## config.mk

```make
export PLATFORM = sky130hd
export DESIGN_NAME = bitstream_file_header_parser
export DESIGN_NICKNAME = d
export VERILOG_FILES = /design/src/design/bfhp_pkg.sv /design/src/design/bfhp_cfg.sv /design/src/design/bfhp_parser.sv /design/src/design/bitstream_file_header_parser.sv
export SDC_FILE = /design/constraint.sdc
export NUM_CORES = 1
export LEC_CHECK = 0
export BUFFER_PORTS_ARGS = -buffer_cell sky130_fd_sc_hd__buf_2
export CORE_ASPECT_RATIO = 0.75
export CORE_MARGIN = 2
export CORE_UTILIZATION = 40
export DETAILED_ROUTE_END_ITERATION = 10
export SLEW_MARGIN = 20
export SYNTH_ARGS = -nofsm -noshare
export SYNTH_HDL_FRONTEND = slang
export SYNTH_SLANG_ARGS = --single-unit
```

## constraint.sdc

```tcl
create_clock -name clk -period 11.22 [get_ports clk]
set_input_delay 1.683 -clock clk [delete_from_list [all_inputs] [get_ports clk]]
set_output_delay 1.683 -clock clk [all_outputs]
set_load 0.01 [all_outputs]
```

## src/design/bfhp_pkg.sv

```systemverilog
// shared types and constants of the bitstream file header parser
// no dependencies
package bfhp_pkg;

	localparam int unsigned PHASE_W = 4;
	localparam int unsigned KIND_W  = 4;
	localparam int unsigned STAT_W  = 2;
	localparam int unsigned HLEN_W  = 20;
	localparam int unsigned BLEN_W  = 32;
	localparam int unsigned CNT_W   = 16;
	localparam int unsigned SEC_W   = 3;
	localparam int unsigned ADDR_W  = 3;
	localparam int unsigned DATA_W  = 32;

	// parse phases
	localparam logic [PHASE_W-1:0] PH_MAGLEN_HI = 4'd0;
	localparam logic [PHASE_W-1:0] PH_MAGLEN_LO = 4'd1;
	localparam logic [PHASE_W-1:0] PH_MAGIC     = 4'd2;
	localparam logic [PHASE_W-1:0] PH_TERM      = 4'd3;
	localparam logic [PHASE_W-1:0] PH_VER_HI    = 4'd4;
	localparam logic [PHASE_W-1:0] PH_VER_LO    = 4'd5;
	localparam logic [PHASE_W-1:0] PH_KEY       = 4'd6;
	localparam logic [PHASE_W-1:0] PH_SECLEN_HI = 4'd7;
	localparam logic [PHASE_W-1:0] PH_SECLEN_LO = 4'd8;
	localparam logic [PHASE_W-1:0] PH_STRING    = 4'd9;
	localparam logic [PHASE_W-1:0] PH_BITLEN    = 4'd10;
	localparam logic [PHASE_W-1:0] PH_DONE      = 4'd11;
	localparam logic [PHASE_W-1:0] PH_ERROR     = 4'd12;

	// field kinds
	localparam logic [KIND_W-1:0] KIND_MAGLEN  = 4'd0;
	localparam logic [KIND_W-1:0] KIND_MAGIC   = 4'd1;
	localparam logic [KIND_W-1:0] KIND_TERM    = 4'd2;
	localparam logic [KIND_W-1:0] KIND_VERSION = 4'd3;
	localparam logic [KIND_W-1:0] KIND_KEY     = 4'd4;
	localparam logic [KIND_W-1:0] KIND_SECLEN  = 4'd5;
	localparam logic [KIND_W-1:0] KIND_DESIGN  = 4'd6;
	localparam logic [KIND_W-1:0] KIND_PART    = 4'd7;
	localparam logic [KIND_W-1:0] KIND_DATE    = 4'd8;
	localparam logic [KIND_W-1:0] KIND_TIME    = 4'd9;
	localparam logic [KIND_W-1:0] KIND_BITLEN  = 4'd10;
	localparam logic [KIND_W-1:0] KIND_PAYLOAD = 4'd11;
	localparam logic [KIND_W-1:0] KIND_IGNORED = 4'd12;

	// parse status
	localparam logic [STAT_W-1:0] STAT_INSIDE = 2'd0;
	localparam logic [STAT_W-1:0] STAT_DONE   = 2'd1;
	localparam logic [STAT_W-1:0] STAT_ERROR  = 2'd2;

	localparam logic [7:0]       KEY_A        = 8'h61;
	localparam logic [SEC_W-1:0] SEC_LAST     = 3'd4;
	localparam logic [CNT_W-1:0] VERSION_WORD = 16'h0001;
	localparam logic [CNT_W-1:0] BITLEN_BYTES = 16'd4;

	// register map
	localparam logic REG_EVEN_MAGIC = 1'b0;
	localparam logic REG_ODD_MAGIC  = 1'b1;
	localparam logic [7:0] EVEN_MAGIC_RST = 8'h0F;
	localparam logic [7:0] ODD_MAGIC_RST  = 8'hF0;

	typedef struct packed {
		logic [7:0] even_magic;
		logic [7:0] odd_magic;
	} bfhp_cfg_t;

	typedef struct packed {
		logic [KIND_W-1:0] kind;
		logic [7:0]        text;
		logic [STAT_W-1:0] status;
		logic [HLEN_W-1:0] hlen;
		logic [BLEN_W-1:0] blen;
	} bfhp_result_t;

endpackage

```

## src/design/bfhp_cfg.sv

```systemverilog
// apb register file holding the even and odd magic byte patterns
// depends on bfhp_pkg
module bfhp_cfg (
	input  logic                      clk,
	input  logic                      arst_n,
	input  logic                      psel,
	input  logic                      penable,
	input  logic                      pwrite,
	input  logic [bfhp_pkg::ADDR_W-1:0] paddr,
	input  logic [bfhp_pkg::DATA_W-1:0] pwdata,
	output logic [bfhp_pkg::DATA_W-1:0] prdata,
	output logic                      pready,
	output bfhp_pkg::bfhp_cfg_t       cfg
);
	import bfhp_pkg::*;

	logic [7:0] even_q;
	logic [7:0] odd_q;
	logic       wr_en;

	assign pready = 1'b1;
	assign wr_en  = psel & penable & pwrite;

	always_ff @(posedge clk or negedge arst_n) begin
		if (!arst_n) begin
			even_q <= EVEN_MAGIC_RST;
			odd_q  <= ODD_MAGIC_RST;
		end else if (wr_en) begin
			unique case (paddr[2])
				REG_EVEN_MAGIC: even_q <= pwdata[7:0];
				REG_ODD_MAGIC:  odd_q  <= pwdata[7:0];
				default: ;
			endcase
		end
	end

	always_comb begin
		unique case (paddr[2])
			REG_EVEN_MAGIC: prdata = {24'd0, even_q};
			REG_ODD_MAGIC:  prdata = {24'd0, odd_q};
			default:        prdata = '0;
		endcase
	end

	assign cfg.even_magic = even_q;
	assign cfg.odd_magic  = odd_q;

endmodule

```

## src/design/bfhp_parser.sv

```systemverilog
// header phase machine: tags one byte per step and updates counters and lengths
// depends on bfhp_pkg
module bfhp_parser (
	input  logic                   clk,
	input  logic                   arst_n,
	input  logic                   step,
	input  logic [7:0]             data_byte,
	input  logic                   first_byte,
	input  bfhp_pkg::bfhp_cfg_t    cfg,
	output bfhp_pkg::bfhp_result_t res
);
	import bfhp_pkg::*;

	logic [PHASE_W-1:0] phase_q, ph, ph_n;
	logic [CNT_W-1:0]   fcnt_q, fc, fc_n, fc_inc;
	logic [CNT_W-1:0]   flen_q, fl, fl_n;
	logic [SEC_W-1:0]   sec_q, si, si_n;
	logic [HLEN_W-1:0]  bpos_q, bp, bp_n;
	logic [BLEN_W-1:0]  acc_q, acc, acc_n;
	logic [CNT_W-1:0]   word;
	logic [7:0]         magic_exp;
	logic [KIND_W-1:0]  kind;
	logic [7:0]         text;
	logic [STAT_W-1:0]  status;

	always_comb begin
		// a first byte restarts from a cleared state
		ph  = first_byte ? PH_MAGLEN_HI : phase_q;
		fc  = first_byte ? '0 : fcnt_q;
		fl  = first_byte ? '0 : flen_q;
		si  = first_byte ? '0 : sec_q;
		bp  = first_byte ? '0 : bpos_q;
		acc = first_byte ? '0 : acc_q;

		ph_n      = ph;
		fc_n      = fc;
		fl_n      = fl;
		si_n      = si;
		acc_n     = acc;
		kind      = KIND_IGNORED;
		text      = '0;
		word      = {acc[7:0], data_byte};
		fc_inc    = fc + 16'd1;
		magic_exp = fc[0] ? cfg.odd_magic : cfg.even_magic;
		bp_n      = (ph != PH_DONE && ph != PH_ERROR) ? bp + 20'd1 : bp;

		unique case (ph)
			PH_MAGLEN_HI: begin
				kind  = KIND_MAGLEN;
				acc_n = {24'd0, data_byte};
				ph_n  = PH_MAGLEN_LO;
			end
			PH_MAGLEN_LO: begin
				kind = KIND_MAGLEN;
				if (word == '0) begin
					ph_n = PH_ERROR;
				end else begin
					fl_n = word - 16'd1;
					fc_n = '0;
					ph_n = (word == 16'd1) ? PH_TERM : PH_MAGIC;
				end
			end
			PH_MAGIC: begin
				kind = KIND_MAGIC;
				if (data_byte != magic_exp) begin
					ph_n = PH_ERROR;
				end else begin
					fc_n = fc_inc;
					if (fc_inc == fl)
						ph_n = PH_TERM;
				end
			end
			PH_TERM: begin
				kind = KIND_TERM;
				ph_n = PH_VER_HI;
			end
			PH_VER_HI: begin
				kind  = KIND_VERSION;
				acc_n = {24'd0, data_byte};
				ph_n  = PH_VER_LO;
			end
			PH_VER_LO: begin
				kind = KIND_VERSION;
				if (word != VERSION_WORD) begin
					ph_n = PH_ERROR;
				end else begin
					si_n = '0;
					ph_n = PH_KEY;
				end
			end
			PH_KEY: begin
				kind = KIND_KEY;
				if (si > SEC_LAST || data_byte != KEY_A + {5'd0, si}) begin
					ph_n = PH_ERROR;
				end else if (si == SEC_LAST) begin
					fc_n  = '0;
					acc_n = '0;
					ph_n  = PH_BITLEN;
				end else begin
					ph_n = PH_SECLEN_HI;
				end
			end
			PH_SECLEN_HI: begin
				kind  = KIND_SECLEN;
				acc_n = {24'd0, data_byte};
				ph_n  = PH_SECLEN_LO;
			end
			PH_SECLEN_LO: begin
				kind = KIND_SECLEN;
				fl_n = word;
				fc_n = '0;
				if (word == '0) begin
					si_n = si + 3'd1;
					ph_n = PH_KEY;
				end else begin
					ph_n = PH_STRING;
				end
			end
			PH_STRING: begin
				kind = KIND_DESIGN + {2'd0, si[1:0]};
				text = data_byte;
				fc_n = fc_inc;
				if (fc_inc == fl) begin
					si_n = si + 3'd1;
					ph_n = PH_KEY;
				end
			end
			PH_BITLEN: begin
				kind  = KIND_BITLEN;
				acc_n = {acc[23:0], data_byte};
				fc_n  = fc_inc;
				if (fc_inc >= BITLEN_BYTES)
					ph_n = PH_DONE;
			end
			PH_DONE: begin
				kind = KIND_PAYLOAD;
			end
			default: begin
				kind = KIND_IGNORED;
				ph_n = PH_ERROR;
			end
		endcase

		if (ph_n == PH_DONE)
			status = STAT_DONE;
		else if (ph_n == PH_ERROR)
			status = STAT_ERROR;
		else
			status = STAT_INSIDE;
	end

	always_ff @(posedge clk or negedge arst_n) begin
		if (!arst_n) begin
			phase_q <= PH_MAGLEN_HI;
			fcnt_q  <= '0;
			flen_q  <= '0;
			sec_q   <= '0;
			bpos_q  <= '0;
			acc_q   <= '0;
		end else if (step) begin
			phase_q <= ph_n;
			fcnt_q  <= fc_n;
			flen_q  <= fl_n;
			sec_q   <= si_n;
			bpos_q  <= bp_n;
			acc_q   <= acc_n;
		end
	end

	assign res.kind   = kind;
	assign res.text   = text;
	assign res.status = status;
	assign res.hlen   = bp_n;
	assign res.blen   = (status == STAT_DONE) ? acc_n : '0;

endmodule

```

## src/design/bitstream_file_header_parser.sv

```systemverilog
// top level of the bitstream file header parser: input register, parser, result register
// depends on bfhp_pkg, bfhp_cfg and bfhp_parser
//
//   channel  signals                         payload
//   input    in_valid / in_ready             data_byte, first_byte
//   output   out_valid / out_ready           field_kind, text_byte, parse_status,
//                                            header_length, bitstream_length
//   config   psel penable pwrite pready      paddr, pwdata, prdata
//
// one byte per cycle sustained while out_ready stays high; each accepted byte is held in the input register
// and leaves through the result register, which presents its result
// the phase machine and its counters update when a byte moves into the result register
// a stalled output holds the result and stops the input register from draining
// reset restores both magic patterns and parses from the magic length high byte
module bitstream_file_header_parser (
	input  logic                              clk,
	input  logic                              arst_n,
	input  logic                              psel,
	input  logic                              penable,
	input  logic                              pwrite,
	input  logic [bfhp_pkg::ADDR_W-1:0]       paddr,
	input  logic [bfhp_pkg::DATA_W-1:0]       pwdata,
	output logic [bfhp_pkg::DATA_W-1:0]       prdata,
	output logic                              pready,
	input  logic                              in_valid,
	output logic                              in_ready,
	input  logic [7:0]                        data_byte,
	input  logic                              first_byte,
	output logic                              out_valid,
	input  logic                              out_ready,
	output logic [bfhp_pkg::KIND_W-1:0]       field_kind,
	output logic [7:0]                        text_byte,
	output logic [bfhp_pkg::STAT_W-1:0]       parse_status,
	output logic [bfhp_pkg::HLEN_W-1:0]       header_length,
	output logic [bfhp_pkg::BLEN_W-1:0]       bitstream_length
);
	import bfhp_pkg::*;

	bfhp_cfg_t    cfg;
	bfhp_result_t res;
	bfhp_result_t res_s2;
	logic         valid_s1;
	logic         valid_s2;
	logic [7:0]   data_s1;
	logic         first_s1;
	logic         advance;

	bfhp_cfg u_cfg (
		.clk     (clk),
		.arst_n  (arst_n),
		.psel    (psel),
		.penable (penable),
		.pwrite  (pwrite),
		.paddr   (paddr),
		.pwdata  (pwdata),
		.prdata  (prdata),
		.pready  (pready),
		.cfg     (cfg)
	);

	assign advance  = valid_s1 & (~valid_s2 | out_ready);
	assign in_ready = ~valid_s1 | advance;

	always_ff @(posedge clk or negedge arst_n) begin
		if (!arst_n) begin
			valid_s1 <= 1'b0;
			valid_s2 <= 1'b0;
		end else begin
			if (in_ready)
				valid_s1 <= in_valid;
			if (advance)
				valid_s2 <= 1'b1;
			else if (out_ready)
				valid_s2 <= 1'b0;
		end
	end

	always_ff @(posedge clk) begin
		if (in_valid & in_ready) begin
			data_s1  <= data_byte;
			first_s1 <= first_byte;
		end
		if (advance)
			res_s2 <= res;
	end

	bfhp_parser u_parser (
		.clk        (clk),
		.arst_n     (arst_n),
		.step       (advance),
		.data_byte  (data_s1),
		.first_byte (first_s1),
		.cfg        (cfg),
		.res        (res)
	);

	assign out_valid        = valid_s2;
	assign field_kind       = res_s2.kind;
	assign text_byte        = res_s2.text;
	assign parse_status     = res_s2.status;
	assign header_length    = res_s2.hlen;
	assign bitstream_length = res_s2.blen;

endmodule

```

==> Implementation_results.wiki, run 1 <==
{| class="wikitable"
! Metric !! Value
|-
| Max VDD drop || 125 µV
|-
| FF+latch count, synth || 184
|-
| Metal2 WL || 10,700 µm
|-
| Number of gates given a new drive strength after cts || 0
|-
| Average size of a mapped cell || 9.94 µm²
|-
| Post-synthesis instance area || 0.0104 mm²
|-
| Type of origin of the critical path || register
|-
| Final worst hold slack || 0.469 ns
|-
| Sw power || 0.673 mW
|-
| DIE AREA || 0.0272 mm²
|-
| Shortest period the worst path allows || 4.29 ns
|-
| Slew at the pin closest to its max-slew limit || 0.991 ns
|-
| Beginning of the worst register-to-register path || first_s1
|-
| Total Negative Setup Slacks || 0 ns
|-
| CTS root buffer || sky130_fd_sc_hd__clkbuf_16
|-
| Startpoint of the tightest hold check path || u_parser.bpos_q[0]
|-
| Placed cell areas || 0.0110 mm²
|-
| Setup clock skew after layout || 0.0134 ns
|-
| TritonCTS clock tree || yes
|-
| Yosys warnings || 0
|-
| Sequential share of the synthesized area || 48.2%
|-
| Dpl cells || 1,419
|-
| Startpoint of the most critical setup path || first_s1
|-
| Count of vias placed by the detailed router || 8,111
|-
| First-pass GRT wire length || 42,500 µm
|-
| RSZ-0062 raised after global routing || false
|-
| Number of nets in the layout || 1,158
|-
| Final std cells w/o fill || 1,453
|-
| Vias per cell || 5.58
|-
| Largest net degree at the start of global routing || 73
|-
| Sequential share of power || 44.7%
|-
| Cells after synthesis || 1,042
|-
| Max-slew headroom || 32.2%
|-
| DRT iter0 DRCs || 722
|-
| Final std cell area, no fill || 0.0116 mm²
|-
| Remaining number of nets flagged by the antenna check after routing || 0
|-
| Std-Cell Rows || 50
|-
| Final Worst Setup Slack || 6.93 ns
|-
| Total wire length || 26,900 µm
|-
| Core area || 0.0252 mm²
|-
| Number of endpoints with negative hold slack in the final report || 0
|-
| H-tree depth || 4
|-
| Static leakage || 4.57 nW
|-
| Fraction of final layout cells with drive strength greater than 1 || 20.7%
|-
| Routability Congestion || 0.901
|-
| Wire length on met3 || 1990 µm
|-
| Number of clock sinks seen by CTS || 184
|-
| Post-DP HPWL || 18,700 µm
|-
| Leftover overflow at the end of global routing || 0
|-
| Count of hold buffers inserted by post-cts repair || 0
|-
| Capturing element type of the critical path || register
|-
| Area added between synthesis and finish || 11.8%
|-
| Largest area contributor in the synthesized netlist || sky130_fd_sc_hd__dfrtp_1
|-
| DRC violations left || 0
|-
| Total of max-cap violations || 0
|-
| Starting Density || 41.1%
|-
| Chip width || 190 µm
|-
| Dominant register cell in the synthesized netlist || sky130_fd_sc_hd__dfrtp_1
|-
| Final-report setup violation count || 0
|-
| Initial antenna violation count || 0
|-
| Uppermost layer routed || met4
|-
| Wirelength per Cell || 18.5 µm
|-
| Class of the most critical hold timing path || reg -> reg
|-
| Combinational share of power || 24.9%
|-
| Via count of the first global-routing pass || 7,412
|-
| Outcome || complete, no violations
|-
| Critical path fanouts, max || 18
|-
| Number of clock buffers inserted by TritonCTS || 17
|-
| Period utilization || 38.2%
|-
| Routed length on met1 || 13,900 µm
|-
| Initial DRT Pass Iterations || 7
|-
| Fraction of registers with async set/reset || 59.2%
|-
| EDFF count, synth || 75
|-
| CP arrival || 4.58 ns
|-
| Clock Path Buffers || 2
|-
| Number of max-slew violations in the final report || 0
|-
| Clk pin slew, worst setup/hold paths || 0.07 ns
|-
| Top-Level Pins || 152
|-
| Fmax achieved || 233 MHz
|-
| Pre-CTS worst setup slack || 6.83 ns
|-
| Final core area utilization || 46.0%
|-
| Most area-consuming cells after synthesis || sky130_fd_sc_hd__dfrtp_1, sky130_fd_sc_hd__edfxtp_1, sky130_fd_sc_hd__nand2_1
|-
| Fraction of synthesized cell area taken by the top area cell type || 24.4%
|-
| Quantity of I/O buffers inserted on ports || 100
|-
| Clock share of power || 30.5%
|-
| Source-to-sink clock delay at the later pin of the worst-skew pair || 0.44 ns
|-
| Most frequent standard cell in the layout excluding fill and tap cells || sky130_fd_sc_hd__nand2_1
|-
| Number of setup buffers added after CTS || 0
|-
| Overall track demand over capacity in global routing || 20.3%
|-
| Type of the setup path with the least slack || reg -> reg
|-
| Pint || 1.31 mW
|-
| Final total power || 1.98 mW
|-
| Crit path required time || 11.51 ns
|-
| Power Dens Cells || 171 mW/mm²
|-
| Proportion of total power due to net switching || 34.0%
|-
| Commonest cells after routing, fill and taps aside || sky130_fd_sc_hd__nand2_1, sky130_fd_sc_hd__dfrtp_1, sky130_fd_sc_hd__buf_2
|-
| Die H || 143 µm
|-
| Distinct cell type count of the synthesized netlist || 82
|}
-- flip-flops by register name, indices dropped and copies added (netlist names) --
register,flops
bitstream_length,32
u_parser.acc_q,32
header_length,20
u_parser.bpos_q,20
u_parser.fcnt_q,16
u_parser.flen_q,16
data_s1,8
text_byte,8
u_cfg.even_q,8
u_cfg.odd_q,8
field_kind,4
u_parser.phase_q,4
u_parser.sec_q,3
parse_status,2
first_s1,1
out_valid,1
valid_s1,1
-- cells in the mapped netlist, drive strengths merged, types with 3 or more instances --
library cell  number
nand2            121
a22o              35
mux2i              5
o211ai             5
a32oi              3
nand3             29
nor4b              5
or4                8
nand4b             4
nand2b            13
ha                 6
nor4              12
a22oi             43
nor3              49
clkbuf            45
and2              10
dfstp              8
o21ai             55
inv               17
nor2              80
or3                6
o22ai              5
or2                6
edfxtp            75
o31ai             10
o21bai             5
and3               9
dfrtp            101
nor2b             20
a31oi              8
xor2              24
nor3b              5
a221o              3
a211oi             4
a21oi             40
mux2              26
nand3b             6
a41oi              5
o221ai             3
buf               54
nand4             11
xnor2             36
-- power by group through the flow --
stage	Sequential, mW	Clock, mW	Combinational, mW
final	0.884	0.603	0.493
after global routing	0.895	0.648	0.545
after CTS	0.881	0.617	0.481
after detailed placement	0.894	0	0.480
after global placement	0.892	0	0.477
after floorplan	0.853	0	0.379
-- critical path, stage by stage, from the launching register on --
cell,delay [ns]
sky130_fd_sc_hd__edfxtp_1,0.37
sky130_fd_sc_hd__buf_4,0.21
sky130_fd_sc_hd__nand2b_1,0.34
sky130_fd_sc_hd__clkinv_4,0.15
sky130_fd_sc_hd__ha_1,0.32
sky130_fd_sc_hd__nand3_2,0.24
sky130_fd_sc_hd__nor4_1,0.89
sky130_fd_sc_hd__or3_1,0.21
sky130_fd_sc_hd__nand3_1,0.22
sky130_fd_sc_hd__nor4b_2,0.68
sky130_fd_sc_hd__nand2b_1,0.35
sky130_fd_sc_hd__a41oi_1,0.15
-- worst paths after layout --
kind | to | slack [ns] | cells past startpoint
min in group asynchronous | u_cfg.odd_q[1] | 1.28 | 1
min | u_parser.bpos_q[0] | 0.47 | 2
max in group asynchronous | u_parser.bpos_q[6] | 8.71 | 2
max reg2reg | u_parser.phase_q[0] | 6.93 | 11
min reg2reg | u_parser.bpos_q[0] | 0.47 | 2
max | u_parser.phase_q[0] | 6.93 | 11
-- logic make-up (layout without fill, tap and decap cells) --
family	after synthesis	after routing	synth area share (%)
buffers and inverters	117	166	5.72
flip-flops	184	184	48.2
XOR/XNOR	60	60	5.07
other	2	26	0.0725
adder cells (fa/ha/maj)	6	6	0.724
AO/OA/AOI/OAI	245	245	16.3
AND/OR/NAND/NOR	397	397	20.6
multiplexers	31	31	3.31
-- area by class of cell --
class                           count  area (µm²)
Multi-Input combinational cell    764        4880
Tap cell                          338         423
Antenna cell                        1        2.50
Sequential cell                   184        4990
Inverter                           18        73.8
Clock inverter                     11         123
Clock buffer                       21         460
Fill cell                        2418       13600
Timing Repair Buffer              116         636
-- per-layer routing --
metal,GRT usage (%),up-vias
met5,0,-
met4,4.57,0
met3,5.01,17
met2,26.9,271
met1,32.3,3955
li1,-,3868
Note: power is estimated with default switching activity, not from simulation.
==> run 2: changes to the inputs <==
--- a/config.mk
+++ b/config.mk
@@ -5,6 +5,7 @@
 export SDC_FILE = /design/constraint.sdc
 export NUM_CORES = 1
 export LEC_CHECK = 0
+export ABC_AREA = 1
 export BUFFER_PORTS_ARGS = -buffer_cell sky130_fd_sc_hd__buf_2
 export CORE_ASPECT_RATIO = 0.75
 export CORE_MARGIN = 2
==> constraint.sdc (replaced) <==
create_clock -name clk -period 3.8 [get_ports clk]
set_input_delay 0.57 -clock clk [delete_from_list [all_inputs] [get_ports clk]]
set_output_delay 0.57 -clock clk [all_outputs]
set_load 0.01 [all_outputs]
==> run 2 against run 1 <==
Against the previous run: fmax increased by 30%; non-clock buffer count unchanged; clock skew decreased by 0.0035 ns.
==> Implementation_results.wiki, run 2 <==
{| class="wikitable"
! Metric !! Value
|-
| Startpoint of the most critical setup path || first_s1 (unchanged)
|-
| Wirelength per Cell || 15.0 µm (was 18.5 µm)
|-
| Largest net degree at the start of global routing || 121 (was 73)
|-
| Max VDD drop || 431 µV (was 125 µV)
|-
| EDFF count, synth || 75 (unchanged)
|-
| Die H || 146 µm (was 143 µm)
|-
| Via count of the first global-routing pass || 8,405 (was 7,412)
|-
| Most frequent cells after synthesis || sky130_fd_sc_hd__nand2_1, sky130_fd_sc_hd__inv_1, sky130_fd_sc_hd__nor2_1 (was sky130_fd_sc_hd__nand2_1, sky130_fd_sc_hd__dfrtp_1, sky130_fd_sc_hd__nor2_1)
|-
| Dominant register cell in the synthesized netlist || sky130_fd_sc_hd__dfrtp_1 (unchanged)
|-
| Remaining number of nets flagged by the antenna check after routing || 0 (unchanged)
|-
| Count of hold buffers inserted by post-cts repair || 0 (unchanged)
|-
| Clock Path Buffers || 2 (unchanged)
|-
| Fraction of registers with async set/reset || 59.2% (unchanged)
|-
| Sequential share of the synthesized area || 46.6% (was 48.2%)
|-
| Count of vias placed by the detailed router || 9,162 (was 8,111)
|-
| Crit path capture || u_parser.sec_q[0] (was u_parser.phase_q[0])
|-
| Max-slew headroom || 42.4% (was 32.2%)
|-
| Commonest cells after routing, fill and taps aside || sky130_fd_sc_hd__nand2_1, sky130_fd_sc_hd__inv_1, sky130_fd_sc_hd__nor2_1 (was sky130_fd_sc_hd__nand2_1, sky130_fd_sc_hd__dfrtp_1, sky130_fd_sc_hd__buf_2)
|-
| Chip width || 193 µm (was 190 µm)
|-
| Vias per cell || 5.08 (was 5.58)
|-
| Cell with the most instances after synthesis || sky130_fd_sc_hd__nand2_1 (unchanged)
|-
| Source-to-sink clock delay at the later pin of the worst-skew pair || 0.44 ns (about the same)
|-
| Distinct cell type count of the synthesized netlist || 53 (was 82)
|-
| Reg2Reg Capture Point || u_parser.sec_q[0] (was u_parser.phase_q[0])
|-
| Std-Cell Rows || 51 (was 50)
|-
| DRC violations left || 0 (unchanged)
|-
| Cells on worst reg2reg path || 22 (was 11)
|-
| Quantity of I/O buffers inserted on ports || 100 (unchanged)
|-
| H-tree depth || 4 (unchanged)
|-
| Class of the most critical hold timing path || in -> async (was reg -> reg)
|-
| CP arrival || 3.63 ns (was 4.58 ns)
|-
| Cells after synthesis || 1,362 (was 1,042)
|-
| Fraction of final layout cells with drive strength greater than 1 || 14.5% (was 20.7%)
|-
| First-pass GRT wire length || 43,900 µm (was 42,500 µm)
|-
| Reg2reg setup slack || 0.49 ns (was 6.93 ns)
|-
| Diode insertion count for antenna repair || 0 (was 1)
|-
| Number of clock buffers inserted by TritonCTS || 17 (unchanged)
|-
| Post-DP HPWL || 19,100 µm (was 18,700 µm)
|-
| Dpl cells || 1,771 (was 1,419)
|-
| Period utilization || 87.0% (was 38.2%)
|-
| Capturing element type of the critical path || register (unchanged)
|-
| Starting Density || 41.0% (was 41.1%)
|-
| Clk pin slew, worst setup/hold paths || 0.07 ns (about the same)
|-
| Total of max-cap violations || 0 (unchanged)
|-
| DIE AREA || 0.0281 mm² (was 0.0272 mm²)
|-
| Critical path fanouts, max || 14 (was 18)
|-
| Post-synthesis instance area || 0.0107 mm² (was 0.0104 mm²)
|-
| Crit path required time || 4.12 ns (was 11.51 ns)
|-
| Setup clock skew after layout || 0.00994 ns (was 0.0134 ns)
|-
| Number of setup buffers added after CTS || 0 (unchanged)
|-
| Shortest period the worst path allows || 3.31 ns (was 4.29 ns)
|-
| Outcome || complete, no violations (unchanged)
|-
| Overall track demand over capacity in global routing || 19.8% (was 20.3%)
|-
| Most frequent standard cell in the layout excluding fill and tap cells || sky130_fd_sc_hd__nand2_1 (unchanged)
|-
| Static leakage || 5.60 nW (was 4.57 nW)
|-
| Total wire length || 27,100 µm (was 26,900 µm)
|-
| Type of origin of the critical path || register (unchanged)
|-
| Leftover overflow at the end of global routing || 0 (unchanged)
|-
| Average size of a mapped cell || 7.86 µm² (was 9.94 µm²)
|-
| Largest area contributor in the synthesized netlist || sky130_fd_sc_hd__dfrtp_1 (unchanged)
|-
| Number of gates given a new drive strength after cts || 0 (unchanged)
|-
| Core area || 0.0261 mm² (was 0.0252 mm²)
|-
| DRT iter0 DRCs || 806 (was 722)
|-
| RSZ-0062 raised after global routing || false (unchanged)
|-
| Type of the setup path with the least slack || reg -> reg (unchanged)
|-
| Top-Level Pins || 152 (unchanged)
|-
| Number of clock sinks seen by CTS || 184 (unchanged)
|-
| Fraction of synthesized cell area taken by the top area cell type || 23.6% (was 24.4%)
|-
| Total Negative Setup Slacks || 0 ns (unchanged)
|-
| Final std cells w/o fill || 1,803 (was 1,453)
|-
| Most area-consuming cells after synthesis || sky130_fd_sc_hd__dfrtp_1, sky130_fd_sc_hd__edfxtp_1, sky130_fd_sc_hd__nand2_1 (unchanged)
|-
| Area added between synthesis and finish || 12.4% (was 11.8%)
|-
| Power Dens Cells || 546 mW/mm² (was 171 mW/mm²)
|-
| CTS root buffer || sky130_fd_sc_hd__clkbuf_16 (unchanged)
|-
| Initial antenna violation count || 1 (was 0)
|-
| Number of nets in the layout || 1,503 (was 1,158)
|-
| Initial DRT Pass Iterations || 5 (was 7)
|-
| Final-report setup violation count || 0 (unchanged)
|-
| Number of endpoints with negative hold slack in the final report || 0 (unchanged)
|-
| Fmax achieved || 302 MHz (was 233 MHz)
|-
| Slew at the pin closest to its max-slew limit || 0.864 ns (was 0.991 ns)
|-
| Number of max-slew violations in the final report || 0 (unchanged)
|-
| Yosys warnings || 0 (unchanged)
|-
| TritonCTS clock tree || yes (unchanged)
|-
| FF+latch count, synth || 184 (unchanged)
|-
| Routability Congestion || 0.929 (was 0.901)
|-
| Beginning of the worst register-to-register path || first_s1 (unchanged)
|}
run 2: cell types whose count changed in the layout (fill, tap and decap cells not counted), sizes merged, moves of 35 or more:
cell / change
nor2: +71
a22oi: -37
inv: +201
nand3: +52
nand2: +201
nor3: -35
a22o: -35
o21ai: +58
run 2: cells by family after synthesis:
| logic type | share of synthesized area, % |
|---|---|
| buffers and inverters | 11.7 |
| and+or+nand+nor | 26.3 |
| DFF | 46.6 |
| other | 0.0702 |
| muxes | 0.105 |
| AOI/OAI and AO/OA | 11.1 |
| adders and majority gates | 0.701 |
| xor gates and xnor gates | 3.39 |
run 2: metrics by stage:
stage	utilization [%]	hold WS [ns]	setup slack [ns]	cell area, µm²	total power [mW]
global route	46.1	0.155	0.184	12000	7.01
finish	46.1	0.111	0.494	12000	6.56
global placement	43.9	0.463	0.571	11500	4.77
detailed placement	43.9	0.465	0.571	11500	4.81
floorplan	-	0.274	0.194	10800	4.21
CTS	46.1	0.124	0.532	12000	6.59
run 2: area by class of cell:
type / count / area, µm²
clock buffer: 20 / 447
clock inverter: 12 / 130
fill: 2631 / 14100
inverter: 214 / 813
multi-input combinational: 913 / 4550
sequential: 184 / 4990
tap: 344 / 430
timing repair buffer: 116 / 673
run 2: report_power, final:
group,internal (mW),switching (mW),leakage [nW]
logic,0.667,1.42,3.19
registers,2.48,0.227,2.13
clock network,0.945,0.827,0.279
total,4.09,2.47,5.60
run 2: how the worst min path moves through the flow:
stage	from	endpoint	slack, ns	cells after the start
after floorplan	arst_n	out_valid	0.27	0
after global placement	u_parser.acc_q[3]	u_parser.acc_q[3]	0.46	2
after detailed placement	u_parser.bpos_q[17]	u_parser.bpos_q[17]	0.47	2
after CTS	arst_n	valid_s1	0.12	1
after global routing	arst_n	valid_s1	0.15	1
final	arst_n	valid_s1	0.11	1
run 2: per-layer routing:
layer	GRT usage [%]	share of wire (%)	vias up
met2	28.1	42	281
met3	3.62	6.2	26
met1	31.0	51	4346
met5	0	0	-
li1	-	-	4509
met4	4.20	1.2	0
run 2: critical path, cell delays in order (launching register included):
cell                       delay [ns]
sky130_fd_sc_hd__edfxtp_1        0.56
sky130_fd_sc_hd__inv_6           0.25
sky130_fd_sc_hd__nand2_4         0.06
sky130_fd_sc_hd__inv_1           0.10
sky130_fd_sc_hd__ha_1            0.19
sky130_fd_sc_hd__nand2_1         0.09
sky130_fd_sc_hd__inv_1           0.08
sky130_fd_sc_hd__nand2_1         0.08
sky130_fd_sc_hd__nor2_1          0.33
sky130_fd_sc_hd__nand2_1         0.09
sky130_fd_sc_hd__nand2_1         0.11
sky130_fd_sc_hd__inv_1           0.06
sky130_fd_sc_hd__o21ai_0         0.07
sky130_fd_sc_hd__nand2_1         0.07
sky130_fd_sc_hd__nor2_1          0.14
sky130_fd_sc_hd__nand2_1         0.08
sky130_fd_sc_hd__nor2_2          0.26
sky130_fd_sc_hd__nand2_2         0.11
sky130_fd_sc_hd__buf_4           0.18
sky130_fd_sc_hd__nand2_1         0.06
sky130_fd_sc_hd__nand3_1         0.06
sky130_fd_sc_hd__nor2_1          0.11
sky130_fd_sc_hd__nor2_1          0.05
==> run 3: changes to the inputs <==
--- a/config.mk
+++ b/config.mk
@@ -5,7 +5,6 @@
 export SDC_FILE = /design/constraint.sdc
 export NUM_CORES = 1
 export LEC_CHECK = 0
-export ABC_AREA = 1
 export BUFFER_PORTS_ARGS = -buffer_cell sky130_fd_sc_hd__buf_2
 export CORE_ASPECT_RATIO = 0.75
 export CORE_MARGIN = 2
==> run 3 against run 2 <==
Against the previous run: sequential share of layout area rose by 0.49 points; largest power group unchanged; highest routed layer unchanged; sequential power fell by 5%; via count fell by 10%; largest cell class unchanged; flip-flop and latch count did not move.
==> Implementation_results.wiki, run 3 (synthesis gave the netlist of run 1 again) <==
{| class="wikitable"
! Metric !! Value
|-
| Outcome || complete, no violations (unchanged)
|-
| Post-DP HPWL || 19,300 µm (was 19,100 µm)
|-
| Top-Level Pins || 152 (unchanged)
|-
| Routability Congestion || 0.899 (was 0.929)
|-
| Initial antenna violation count || 0 (was 1)
|-
| TritonCTS clock tree || yes (unchanged)
|-
| Final-report setup violation count || 0 (unchanged)
|-
| Quantity of I/O buffers inserted on ports || 100 (unchanged)
|-
| WP buf/inv || 2 (was 5)
|-
| Total Negative Setup Slacks || 0 ns (unchanged)
|-
| Total wire length || 27,200 µm (was 27,100 µm)
|-
| Sequential share of power || 42.7% (was 41.2%)
|-
| Diode insertion count for antenna repair || 0 (unchanged)
|-
| Proportion of total power due to net switching || 33.8% (was 37.7%)
|-
| Clock share of power || 31.1% (was 27.0%)
|-
| Number of max-slew violations in the final report || 0 (unchanged)
|-
| Commonest cells after routing, fill and taps aside || sky130_fd_sc_hd__nand2_1, sky130_fd_sc_hd__dfrtp_1, sky130_fd_sc_hd__buf_2 (was sky130_fd_sc_hd__nand2_1, sky130_fd_sc_hd__inv_1, sky130_fd_sc_hd__nor2_1)
|-
| Class of the most critical hold timing path || in -> async (unchanged)
|-
| Overall track demand over capacity in global routing || 20.5% (was 19.8%)
|-
| Placed cell areas || 0.0113 mm² (was 0.0115 mm²)
|-
| Die H || 143 µm (was 146 µm)
|-
| Fraction of final layout cells with drive strength greater than 1 || 23.3% (was 14.5%)
|-
| Layout filler cell count || 2,406 (was 2,631)
|-
| Final Worst Setup Slack || 0.317 ns (was 0.494 ns)
|-
| Final std cell area, no fill || 0.0119 mm² (was 0.0120 mm²)
|-
| Number of clock buffers inserted by TritonCTS || 17 (unchanged)
|-
| Type of the setup path with the least slack || reg -> reg (unchanged)
|-
| Number of nets in the layout || 1,187 (was 1,503)
|-
| Via count of the first global-routing pass || 7,616 (was 8,405)
|-
| Fmax achieved || 287 MHz (was 302 MHz)
|-
| Core area || 0.0252 mm² (was 0.0261 mm²)
|-
| Family of cells with the greatest summed delay on the critical path || simple AND/OR/NAND/NOR gates (unchanged)
|-
| Std-Cell Rows || 50 (was 51)
|-
| DIE AREA || 0.0272 mm² (was 0.0281 mm²)
|-
| Area added between synthesis and finish || 14.7% (was 12.4%)
|-
| Largest net degree at the start of global routing || 71 (was 121)
|-
| Sw power || 2.03 mW (was 2.47 mW)
|-
| Source-to-sink clock delay at the later pin of the worst-skew pair || 0.44 ns (about the same)
|-
| Initial DRT Pass Iterations || 7 (was 5)
|-
| Total of max-cap violations || 0 (unchanged)
|-
| Remaining number of nets flagged by the antenna check after routing || 0 (unchanged)
|-
| Leftover overflow at the end of global routing || 0 (unchanged)
|-
| Clock Path Buffers || 2 (unchanged)
|-
| Vias per cell || 5.57 (was 5.08)
|-
| DRC violations left || 0 (unchanged)
|-
| Number of clock sinks seen by CTS || 184 (unchanged)
|-
| CTS root buffer || sky130_fd_sc_hd__clkbuf_16 (unchanged)
|-
| Crit-path cells || nand2b_2, clkinv_4, ha_2, nand3_4, or4_1, nand3_1, o311ai_1, or3_1, nor4_4, a21oi_4, buf_12, nor3_1 (was inv_6, nand2_4, inv_1, ha_1, nand2_1, inv_1, nand2_1, nor2_1, nand2_1, nand2_1, inv_1, o21ai_0, nand2_1, nor2_1, nand2_1, nor2_2, nand2_2, buf_4, nand2_1, nand3_1, nor2_1, nor2_1)
|-
| Max VDD drop || 357 µV (was 431 µV)
|-
| H-tree depth || 4 (unchanged)
|-
| Shortest period the worst path allows || 3.48 ns (was 3.31 ns)
|-
| Master of the slowest instance on the critical path || sky130_fd_sc_hd__or4_1 (was sky130_fd_sc_hd__edfxtp_1)
|-
| Number of endpoints with negative hold slack in the final report || 0 (unchanged)
|-
| Chip width || 190 µm (was 193 µm)
|-
| Most frequent standard cell in the layout excluding fill and tap cells || sky130_fd_sc_hd__nand2_1 (unchanged)
|-
| Wirelength per Cell || 18.4 µm (was 15.0 µm)
|-
| Max-slew headroom || 51.1% (was 42.4%)
|-
| Pre-CTS worst setup slack || 0.237 ns (was 0.571 ns)
|-
| CP arrival || 3.75 ns (was 3.63 ns)
|-
| Starting Density || 41.1% (was 41.0%)
|-
| Capturing element type of the critical path || register (unchanged)
|-
| Static leakage || 4.75 nW (was 5.60 nW)
|-
| Setup clock skew after layout || 0.0123 ns (was 0.00994 ns)
|-
| Slowest Stage Delay on Critical Path || 0.67 ns (was 0.56 ns)
|-
| Power Dens Cells || 505 mW/mm² (was 546 mW/mm²)
|-
| Slew at the pin closest to its max-slew limit || 0.716 ns (was 0.864 ns)
|-
| RSZ-0062 raised after global routing || false (unchanged)
|-
| Crit path required time || 4.07 ns (was 4.12 ns)
|-
| Combinational share of power || 26.2% (was 31.8%)
|-
| Clk pin slew, worst setup/hold paths || 0.07 ns (about the same)
|-
| Pint || 3.97 mW (was 4.09 mW)
|-
| DRT iter0 DRCs || 752 (was 806)
|-
| First-pass GRT wire length || 43,300 µm (was 43,900 µm)
|-
| Count of vias placed by the detailed router || 8,244 (was 9,162)
|-
| Type of origin of the critical path || register (unchanged)
|-
| Period utilization || 91.7% (was 87.0%)
|-
| Critical path fanouts, max || 33 (was 14)
|}
## run 3: changes by cell type in the layout (fill, tap and decap cells not counted), moves of 25 or more
cell	change
sky130_fd_sc_hd__inv_1	-188
sky130_fd_sc_hd__nand2_1	-185
sky130_fd_sc_hd__o21ai_0	-76
sky130_fd_sc_hd__nor2_1	-57
sky130_fd_sc_hd__nand3_1	-48
sky130_fd_sc_hd__a22oi_1	+37
sky130_fd_sc_hd__a22o_1	+35
sky130_fd_sc_hd__o22ai_1	-34
sky130_fd_sc_hd__buf_4	+29
sky130_fd_sc_hd__nor3_2	+29
sky130_fd_sc_hd__xnor2_1	+29
sky130_fd_sc_hd__mux2_2	+25
## run 3: metrics by stage
stage | instances | total power, mW | util, % | hold WS [ns]
floorplan | 1065 | 3.65 | - | 0.274
global placement | 1449 | 4.13 | 44.7 | 0.456
detailed placement | 1449 | 4.15 | 44.7 | 0.454
CTS | 1481 | 6.02 | 47.2 | 0.194
global route | 1481 | 6.31 | 47.2 | 0.227
finish | 1481 | 6.00 | 47.2 | 0.185
## run 3: final cells by class
type | count | area, µm² | area share, %
Sequential cell | 184 | 4990 | 42.0
Multi-Input combinational cell | 764 | 4900 | 41.2
Timing Repair Buffer | 145 | 891 | 7.49
Clock buffer | 21 | 482 | 4.05
Tap cell | 338 | 423 | 3.56
Clock inverter | 11 | 134 | 1.13
Inverter | 18 | 73.8 | 0.621
## run 3: timing repair
item / 4_1_cts / 5_1_grt
gates resized for setup: 0 / 1
buffers inserted: 0 / 0
hold buffers: 0 / 0
endpoints found under the setup margin: 0 / 8
## run 3: path summary, 6_finish.rpt
path | to | slack [ns] | from | cells after the start
hold / removal | valid_s1 | 0.19 | arst_n | 1
hold reg to reg | u_parser.bpos_q[0] | 0.47 | u_parser.bpos_q[0] | 2
max in group asynchronous | u_parser.acc_q[14] | 2.83 | arst_n | 2
setup reg to reg | bitstream_length[1] | 0.32 | first_s1 | 12
setup / recovery | bitstream_length[1] | 0.32 | first_s1 | 12
min in group clk | data_s1[2] | 0.31 | data_byte[2] | 1
## run 3: power groups by stage
stage               Clock [mW]  Sequential [mW]  Combinational, mW
floorplan                    0             2.52               1.13
global placement             0             2.59               1.54
detailed placement           0             2.60               1.55
CTS                       1.90             2.56               1.56
global route              1.98             2.60               1.72
finish                    1.87             2.56               1.57
## run 3: metal layers
metal / routed length (µm) / part of all wire (%) / global-route usage (%)
met1: 13600 / 50 / 32.6
met2: 11000 / 40 / 27.8
met3: 2350 / 8.6 / 4.66
met4: 273 / 1.0 / 4.73
met5: 0 / 0 / 0
